### config.mk
export PLATFORM = sky130hd
export DESIGN_NAME = kttf_ctrl
export DESIGN_NICKNAME = d
export VERILOG_FILES = /design/src/design/kttf_pkg.sv /design/src/design/kttf_ctrl.sv
export SDC_FILE = /design/constraint.sdc
export NUM_CORES = 1
export LEC_CHECK = 0
export ABC_AREA = 1
export CORE_UTILIZATION = 40
export CTS_CLUSTER_SIZE = 30
export DETAILED_ROUTE_END_ITERATION = 8
export DONT_BUFFER_PORTS = 1
export GPL_TIMING_DRIVEN = 0
export HOLD_SLACK_MARGIN = 0.08
export PLACE_DENSITY = 0.56
export SLEW_MARGIN = 20
export SYNTH_ARGS = -nofsm -noshare
export SYNTH_HDL_FRONTEND = slang
export SYNTH_SLANG_ARGS = --single-unit
### constraint.sdc
create_clock -name clk -period 2.55 [get_ports clk]
set_input_delay 0.6375 -clock clk [delete_from_list [all_inputs] [get_ports clk]]
set_output_delay 0.6375 -clock clk [all_outputs]
set_load 0.01 [all_outputs]
### src/design/kttf_pkg.sv
// ----------------------------------------------------------------------------
// kttf_pkg
// Shared types, step codes and saturation helper for the tilt Kalman filter.
// ----------------------------------------------------------------------------
package kttf_pkg;

    localparam int SampleW  = 32;
    localparam int CovFrac  = 28;
    localparam int DtFrac   = 24;
    localparam int DtW      = 24;
    localparam int NoiseW   = 31;
    localparam int CfgIdxW  = 2;
    localparam int OpW      = 5;

    localparam logic [CfgIdxW-1:0] REG_ANGLE_NOISE = 2'd0;
    localparam logic [CfgIdxW-1:0] REG_BIAS_NOISE  = 2'd1;
    localparam logic [CfgIdxW-1:0] REG_MEAS_NOISE  = 2'd2;
    localparam logic [CfgIdxW-1:0] REG_START_ANGLE = 2'd3;

    localparam logic [NoiseW-1:0] ANGLE_NOISE_RST = 31'd268435;
    localparam logic [NoiseW-1:0] BIAS_NOISE_RST  = 31'd805306;
    localparam logic [NoiseW-1:0] MEAS_NOISE_RST  = 31'd8053064;

    // datapath step sequence; each M_/W_ pair is a multiply then its write back
    localparam logic [OpW-1:0] OP_M_RATE = 5'd0;
    localparam logic [OpW-1:0] OP_W_ANG  = 5'd1;
    localparam logic [OpW-1:0] OP_M_T    = 5'd2;
    localparam logic [OpW-1:0] OP_W_T    = 5'd3;
    localparam logic [OpW-1:0] OP_M_B    = 5'd4;
    localparam logic [OpW-1:0] OP_W_B    = 5'd5;
    localparam logic [OpW-1:0] OP_M_A    = 5'd6;
    localparam logic [OpW-1:0] OP_W_A    = 5'd7;
    localparam logic [OpW-1:0] OP_S      = 5'd8;
    localparam logic [OpW-1:0] OP_Y      = 5'd9;
    localparam logic [OpW-1:0] OP_M_C0   = 5'd10;
    localparam logic [OpW-1:0] OP_W_C0   = 5'd11;
    localparam logic [OpW-1:0] OP_M_C1   = 5'd12;
    localparam logic [OpW-1:0] OP_W_C1   = 5'd13;
    localparam logic [OpW-1:0] OP_M_P10  = 5'd14;
    localparam logic [OpW-1:0] OP_W_P10  = 5'd15;
    localparam logic [OpW-1:0] OP_M_P00  = 5'd16;
    localparam logic [OpW-1:0] OP_W_P00  = 5'd17;
    localparam logic [OpW-1:0] OP_M_P11  = 5'd18;
    localparam logic [OpW-1:0] OP_W_P11  = 5'd19;
    localparam logic [OpW-1:0] OP_M_P01  = 5'd20;
    localparam logic [OpW-1:0] OP_W_P01  = 5'd21;

    typedef struct packed {
        logic           load;
        logic           run;
        logic [OpW-1:0] op;
        logic           div_start;
        logic           div_sel;
        logic           out_load;
    } kttf_cmd_t;

    typedef struct packed {
        logic s_pos;
        logic div_done;
    } kttf_status_t;

    function automatic logic signed [31:0] sat32(input logic signed [67:0] v);
        logic signed [31:0] r;
        if (v > 68'sd2147483647)
            r = 32'sh7fffffff;
        else if (v < -68'sd2147483648)
            r = 32'sh80000000;
        else
            r = v[31:0];
        return r;
    endfunction

endpackage

### src/design/kttf_ctrl.sv
// ----------------------------------------------------------------------------
// kttf_ctrl
// Sequencer: steps datapath, runs both gain divides if S > 0, hands off items.
// ----------------------------------------------------------------------------
module kttf_ctrl
(
    input  logic                   clk,
    input  logic                   rst_n,
    input  logic                   in_valid,
    output logic                   in_stall,
    output logic                   out_valid,
    input  logic                   out_stall,
    input  kttf_pkg::kttf_status_t status,
    output kttf_pkg::kttf_cmd_t    cmd
);
    import kttf_pkg::*;

    localparam logic [2:0] ST_IDLE = 3'd0;
    localparam logic [2:0] ST_RUN  = 3'd1;
    localparam logic [2:0] ST_D0S  = 3'd2;
    localparam logic [2:0] ST_D0W  = 3'd3;
    localparam logic [2:0] ST_D1S  = 3'd4;
    localparam logic [2:0] ST_D1W  = 3'd5;
    localparam logic [2:0] ST_DONE = 3'd6;

    logic [2:0]     state_reg, state_next;
    logic [OpW-1:0] op_reg, op_next;
    logic           ov_reg, ov_next;

    always_comb
    begin
        state_next = state_reg;
        op_next    = op_reg;
        cmd        = '0;
        cmd.op     = op_reg;
        in_stall   = 1'b1;
        ov_next    = ov_reg && out_stall;
        unique case (state_reg)
            ST_IDLE:
            begin
                in_stall = 1'b0;
                if (in_valid)
                begin
                    cmd.load   = 1'b1;
                    op_next    = OP_M_RATE;
                    state_next = ST_RUN;
                end
            end
            ST_RUN:
            begin
                cmd.run = 1'b1;
                op_next = op_reg + 5'd1;
                if (op_reg == OP_S && status.s_pos)
                    state_next = ST_D0S;
                else if (op_reg == OP_W_P01)
                    state_next = ST_DONE;
            end
            ST_D0S:
            begin
                cmd.div_start = 1'b1;
                state_next    = ST_D0W;
            end
            ST_D0W:
            begin
                if (status.div_done)
                    state_next = ST_D1S;
            end
            ST_D1S:
            begin
                cmd.div_start = 1'b1;
                cmd.div_sel   = 1'b1;
                state_next    = ST_D1W;
            end
            ST_D1W:
            begin
                cmd.div_sel = 1'b1;
                if (status.div_done)
                    state_next = ST_RUN;
            end
            ST_DONE:
            begin
                if (!(ov_reg && out_stall))
                begin
                    cmd.out_load = 1'b1;
                    ov_next      = 1'b1;
                    state_next   = ST_IDLE;
                end
            end
            default: state_next = ST_IDLE;
        endcase
    end

    always_ff @(posedge clk or negedge rst_n)
    begin
        if (!rst_n)
        begin
            state_reg <= ST_IDLE;
            op_reg    <= OP_M_RATE;
            ov_reg    <= 1'b0;
        end
        else
        begin
            state_reg <= state_next;
            op_reg    <= op_next;
            ov_reg    <= ov_next;
        end
    end

    assign out_valid = ov_reg;

endmodule

## Yosys cells after proc, flatten, opt, wreduce, memory -nomap -nowiden

Cells that the tools add are included.

- Register bits after elaboration: 9
- Input bits: 6
- Output and inout bits: 12
- Logic and storage cells: 43

- $add $sub $neg: 1
- Eq/ne operators: 13
- Muxes and demuxes: 18
- Reduce and logical (&&, ||, !) cells: 8

Operators by type and width:

| cell | number |
|---|---|
| one-hot mux 3 bit (7 select lines) | 1 |
| 2-to-1 mux 3 bit | 6 |
| one-hot mux 5 bit (2 select lines) | 1 |
| equality test 3 bit (second input constant) | 3 |
| 2-to-1 mux 1 bit | 9 |
| != test 2 bit (second input constant) | 4 |
| equality test 3 x 2 -> 1 bit (second input constant) | 2 |
| adder 5 x 1 -> 5 bit (second input constant) | 1 |
| equality test 5 x 4 -> 1 bit (second input constant) | 1 |
| equality test 5 bit (second input constant) | 1 |
| 2-to-1 mux 5 bit | 1 |
| AND reduction 5 bit | 1 |
| OR reduction 2 bit | 2 |
| equality test 3 x 1 -> 1 bit (second input constant) | 1 |
| zero test 3 bit | 1 |
| != test 3 bit (second input constant) | 1 |
| logical AND 1 bit | 2 |
| AND reduction 2 bit | 1 |
| nonzero test 2 bit | 1 |

## Depth between registers and ports, before layout

Gate-level depths: netlist of run 1.

- Word-level depth: 4
- Depth in mapped cells: 10
- Mapped depth without buffers: 9

## Worst setup path before layout of run 1

No wires, ideal clock.

- Path type: reg-to-output
- From: register state_reg[2]
- To: output cmd[2] (netlist bit)
- Arrival: 0.946 ns
- Required time: 1.913 ns
- Path slack: 0.966 ns
- Stages on the path, launching flop included: 5
- Buffers on the path: 1
- Path through: dfrtp_1 > clkbuf_2 > inv_1 > nand2_1 > o21ai_0

RTL lines:

| element | line | source |
|---|---|---|
| from (decl) | kttf_ctrl.sv:26 | `logic [2:0] state_reg, state_next;` |
| from (signal assigned) | kttf_ctrl.sv:103 | `state_reg <= state_next;` |
| to (decl) | kttf_ctrl.sv:14 | `output kttf_pkg::kttf_cmd_t cmd` |

==> impl_metrics.csv, run 1 <==
group,metric,value,unit
timing,finalCriticalPeriod,1.95,ns
yosys,yosysWarnings,0,
placed_design,dpl_cell_area,621,um^2
die,coreArea,1350,um^2
timing,maxSlewViolCount,0,
routing,drcViolationCount,0,
cts,postCtsSetupRepairBufs,0,
timing,report.final.setup_viol,0,
placed_design,placed_cells,99,
yosys,syn_area,602,um^2
routing,antenna_left,0,
die,die_w,40.8,um
cts,hold_buffers,1,
critical_path,crit_buf_inv,2,
critical_path,critPathKind,"reg2out",
routing,drtPass1Iterations,4,
global_routing,antenna_found_initial,0,
routing,vias,500,
yosys,synthFlopType,"dfrtp_1",
global_routing,grt_max_degree,10,
timing,fin_setup_tns,0,ns
critical_path,cp_cell_sequence,"clkbuf_2, inv_1, nand2_1, o21ai_0",
cts,cts_made_buffers,3,
critical_path,critical_path_required,1.91,ns
global_routing,grt_usage,18.2,%
critical_path,slowest_stage,"dfrtp_1",
cts,worstSkewPairLatency,0.25,ns
cts,cts_buffer_depth,2,
yosys,synth_edf_count,0,
yosys,yosys.area.top_type_share,37.4,%
finish,postLayoutCellArea,657,um^2
yosys,synth_top_area_cell,"dfrtp_1",
finish,largest_reg_flops,5,
global_routing,grt_pass1_wl,1.93,mm
pwr,leakagePower,0.348,nW
routing,viasPerCell,4.81,
cts,tritoncts,"done",
routing,wl_per_cell,11.3,um
timing,hold_violations,0,
yosys,synthTopCellsByArea,"dfrtp_1, nand2_1, inv_1",
yosys,ys_ff_latch,9,
cts,root_buffer,"clkbuf_4",
die,row_count,13,
finish,fin_cells,104,
yosys,synth.most_common_cell,"nand2_1",
yosys,synth_nets,93,
timing,rsz0062_at_grt,"false",
critical_path,arrival,1.32,ns
finish,area_growth,9.15,%
critical_path,path_max_fanout,7,
finish,drive_above_1_share,11.2,%
cts,h-tree-depth,1,
yosys,yosysSeqAreaShare,37.4,%
status,status,"completed",
cts,cts.clk_slew.worst_paths,0.06,ns
routing,top_layer_used,"met3",
critical_path,r2r_slack,1.08,ns
cts,cts_resized,0,
routing,met3_length,62,um
die,initial_core_util,44.6,%
timing,maxClockFrequency,0.512,GHz
finish,fin_nets,99,
timing,fin_skew,0.000250,ns
critical_path,critPathMaxStageDelay,0.36,ns
routing,dr_wl_met2,505,um
yosys,synthDistinctLibCells,18,
job,cap_viol_max_count,0,
placed_design,place_ws,0.855,ns
placed_design,port_buffers,0,
yosys,avgSynthCellArea,7.16,um^2
die,io_pins,18,
finish,diodes,0,
pwr,p_total,0.833,mW
routing,initialDrtViolationCount,2,
global_routing,grt_overflow,0,
pwr,ir_worst_vdd,0.525,mV
routing,routed_wl,1.18,mm
placed_design,place_hpwl,932,um
hold_path,worstHoldPathType,"in2reg",
routing,wl_met1,612,um
critical_path,startpoint_type,"flop",
timing,relSlewSlack,66.1,%
yosys,synth_cells,84,
yosys,synthArstFlopShare,100,%
die,die_y,40.8,um
finish,fillCellCount,150,
timing,setup_slack,0.596,ns
critical_path,cp_top_family,"flip-flops",
placed_design,gp_congestion,0.714,
pwr,p_per_area,1270,nW/um^2
timing,post-route-period-util,76.6,%
yosys,synth_commonest_cells,"nand2_1, inv_1, dfrtp_1",
global_routing,grt_pass1_vias,464,
critical_path,cp-end-kind,"output port",
die,die-area,1660,um^2
timing,worst_pin_slew,0.507,ns
cts,cts_sinks,9,
==> metrics by stage <==
stage          hold WS, ns  utilization [%]
3_5_place_dp         0.342             46.0
4_1_cts              0.508             48.7
3_3_place_gp         0.342             46.0
6_report             0.520             48.7
5_1_grt              0.508             48.7
2_1_floorplan        0.342                -
==> worst paths after layout <==
path | startpoint | end | depth (start not counted)
max | state_reg[2] | cmd[2] | 4
min | out_stall | out_valid | 2
max reg2reg | state_reg[2] | op_reg[4] | 5
min reg2reg | out_valid | out_valid | 2
max in group asynchronous | rst_n | state_reg[0] | 1
min in group asynchronous | rst_n | op_reg[4] | 1
==> metal layers <==
metal  vias to the layer above  global-route usage (%)
met5                         -                       0
met4                         0                    5.00
met3                         0                    8.70
met2                        10                    27.0
met1                       214                    23.4
li1                        276                       -
==> layout by cell type, fill, tap and decap left out <==
cell	n
nand2_2	1
nor2_1	6
inv_2	2
nor3_4	1
nor2_2	1
ha_1	3
xor2_1	1
clkbuf_4	3
clkbuf_1	1
nand4_1	2
inv_1	12
nand3b_1	1
dlygate4sd3_1	1
nand3_1	6
dfrtp_1	9
o22ai_1	1
nand2_1	26
clkbuf_2	1
o21ai_0	8
nand3_4	1
a21oi_1	2
==> layout make-up <==
| type | count | area (um^2) | share of cell area [%] |
|---|---|---|---|
| clock buffers | 4 | 26.3 | 4.00 |
| plain buffers | 1 | 5.00 | 0.762 |
| repair buffers | 1 | 10.0 | 1.52 |
| multi-input cells | 60 | 319 | 48.6 |
| inverters | 14 | 52.6 | 8.00 |
| well taps | 15 | 18.8 | 2.86 |
| flip-flops and latches | 9 | 225 | 34.3 |
==> cell families (layout without fill, tap and decap cells) <==
| group | after synthesis | after routing | share of synthesized area [%] |
|---|---|---|---|
| compound gates | 11 | 11 | 9.36 |
| buf+inv | 15 | 20 | 9.56 |
| flops | 9 | 9 | 37.4 |
| simple gates | 45 | 45 | 36.0 |
| fa+ha+maj | 3 | 3 | 6.24 |
| xor+xnor | 1 | 1 | 1.46 |
==> power by group <==
part | internal (mW) | switching, mW
registers | 0.206 | 0.101
clock network | 0.0601 | 0.0468
logic | 0.140 | 0.279
total | 0.407 | 0.426
Note: power is estimated with default switching activity, not from simulation.
==> run 2: changes to the inputs <==
--- a/config.mk
+++ b/config.mk
@@ -12,7 +12,7 @@
 export DONT_BUFFER_PORTS = 1
 export GPL_TIMING_DRIVEN = 0
 export HOLD_SLACK_MARGIN = 0.08
-export PLACE_DENSITY = 0.56
+export PLACE_DENSITY = 0.58
 export SLEW_MARGIN = 20
 export SYNTH_ARGS = -nofsm -noshare
 export SYNTH_HDL_FRONTEND = slang
==> constraint.sdc (replaced) <==
create_clock -name clk -period 1.7 [get_ports clk]
set_input_delay 0.425 -clock clk [delete_from_list [all_inputs] [get_ports clk]]
set_output_delay 0.425 -clock clk [all_outputs]
set_load 0.01 [all_outputs]
==> run 2 against run 1 <==
Effect of this change: clock power grew 55%; sequential power grew 51%; combinational power grew 58%.
==> impl_metrics.csv, run 2 (same netlist as run 1, synthesis figures left out) <==
group,metric,value,unit
critical_path,critical_path_required,1.27,ns
global_routing,antenna_found_initial,0,
critical_path,critPathMaxStageDelay,0.51,ns
finish,final_cell_mix,"nand2_1, inv_1, dfrtp_1, o21ai_0, nand3_1",
critical_path,r2r_cells,4,
routing,initialDrtViolationCount,11,
critical_path,cp_cell_sequence,"nor3_4",
timing,maxSlewViolCount,0,
global_routing,grt_overflow,0,
timing,rsz0062_at_grt,"true",
die,row_count,13,
finish,diodes,0,
hold_path,min_path_cells,2,
critical_path,slowest_stage,"nor3_4",
critical_path,r2r_slack,0.24,ns
timing,report.final.setup_viol,0,
critical_path,startpoint_type,"flop",
timing,fin_skew,0.000621,ns
placed_design,port_buffers,0,
finish,area_growth,11.9,%
routing,routed_wl,1.23,mm
cts,cts.clk_slew.worst_paths,0.06,ns
critical_path,cp_top_family,"simple AND/OR/NAND/NOR gates",
timing,hold_violations,0,
timing,finalCriticalPeriod,1.66,ns
placed_design,dpl_cell_area,621,um^2
pwr,ir_worst_vdd,0.788,mV
timing,whs,0.304,ns
die,io_pins,18,
finish,postLayoutCellArea,673,um^2
status,status,"completed",
routing,drtPass1Iterations,2,
routing,top_layer_used,"met4",
placed_design,gp_congestion,0.747,
cts,cts_buffer_depth,2,
timing,relSlewSlack,65.1,%
die,die_w,40.8,um
die,die_y,40.8,um
cts,h-tree-depth,1,
critical_path,arrival,1.23,ns
cts,cts_sinks,9,
pwr,p_per_area,1920,nW/um^2
placed_design,place_hpwl,924,um
die,coreArea,1350,um^2
routing,met3_length,49,um
cts,cts_made_buffers,3,
placed_design,place_ws,0.205,ns
global_routing,grt_max_degree,10,
timing,worst_pin_slew,0.522,ns
routing,wl_per_cell,11.9,um
routing,wl_met1,629,um
pwr,leakagePower,0.352,nW
cts,worstSkewPairLatency,0.26,ns
critical_path,cp-startpoint,"state_reg[1]",
routing,drcViolationCount,0,
timing,maxClockFrequency,0.603,GHz
die,initial_core_util,44.6,%
finish,fillCellCount,140,
timing,setup_slack,0.0419,ns
finish,final_common_cell,"nand2_1",
finish,drive_above_1_share,15.7,%
timing,post-route-period-util,97.5,%
global_routing,grt_usage,18.8,%
routing,dr_wl_met2,547,um
cts,root_buffer,"clkbuf_4",
finish,fin_nets,99,
finish,largest_reg_flops,5,
hold_path,worstHoldPathType,"in2reg",
hold_path,min_delay_worst_endpoint,"out_valid",
die,die-area,1660,um^2
critical_path,cp-end-kind,"output port",
critical_path,critPathKind,"reg2out",
critical_path,r2r_end,"op_reg[0]",
global_routing,grt_pass1_wl,1.93,mm
routing,antenna_left,0,
job,cap_viol_max_count,0,
routing,viasPerCell,4.99,
routing,vias,519,
critical_path,rr_startpoint,"state_reg[1]",
timing,fin_setup_tns,0,ns
global_routing,grt_pass1_vias,435,
critical_path,path_max_fanout,9,
critical_path,crit_buf_inv,0,
hold_path,hp-start,"out_stall",
cts,tritoncts,"done",
## run 2: changes by cell type in the layout (fill, tap and decap cells not counted), sizes merged
cell    previous run  this run
buf                0         1
clkbuf             5         3
clkinv             0         1
## run 2: final cells by class
| class | count | area [um^2] | area share (%) |
|---|---|---|---|
| Clock inverter | 1 | 5.00 | 0.743 |
| Buffer | 1 | 7.51 | 1.12 |
| Multi-Input combinational cell | 60 | 330 | 49.1 |
| Clock buffer | 3 | 22.5 | 3.35 |
| Inverter | 14 | 52.6 | 7.81 |
| Sequential cell | 9 | 226 | 33.6 |
| Timing Repair Buffer | 1 | 10.0 | 1.49 |
| Tap cell | 15 | 18.8 | 2.79 |
## run 2: worst max path at each step
stage | to | cells past startpoint
detailed placement | op_reg[0] | 5
CTS | cmd[2] | 4
global placement | op_reg[4] | 5
global route | cmd[8] | 2
floorplan | cmd[2] | 4
finish | cmd[8] | 1
## run 2: through the flow
stage | power, mW | cells | utilization (%)
floorplan | 0.965 | 84 | -
global placement | 1.09 | 99 | 46.0
detailed placement | 1.10 | 99 | 46.0
CTS | 1.29 | 104 | 48.8
global route | 1.45 | 104 | 49.9
finish | 1.29 | 104 | 49.9
## run 2: timing repair
item,4_1_cts,5_1_grt
hold buffers,1,0
setup endpoints to repair,2,4
setup buffers,0,0
endpoints found under the hold margin,9,0
pin swaps,1,0
resized for setup,2,6
## run 2: where the power goes
| part | switching [mW] | internal, mW | leakage, nW |
|---|---|---|---|
| Combinational | 0.440 | 0.225 | 0.218 |
| Clock | 0.0794 | 0.0869 | 0.0177 |
| Sequential | 0.151 | 0.312 | 0.117 |
## run 2: per-layer routing
layer	global-route usage (%)	vias to the layer above
met5	0	-
met4	10.0	0
met3	9.24	2
met2	26.2	11
met1	23.6	224
li1	-	282
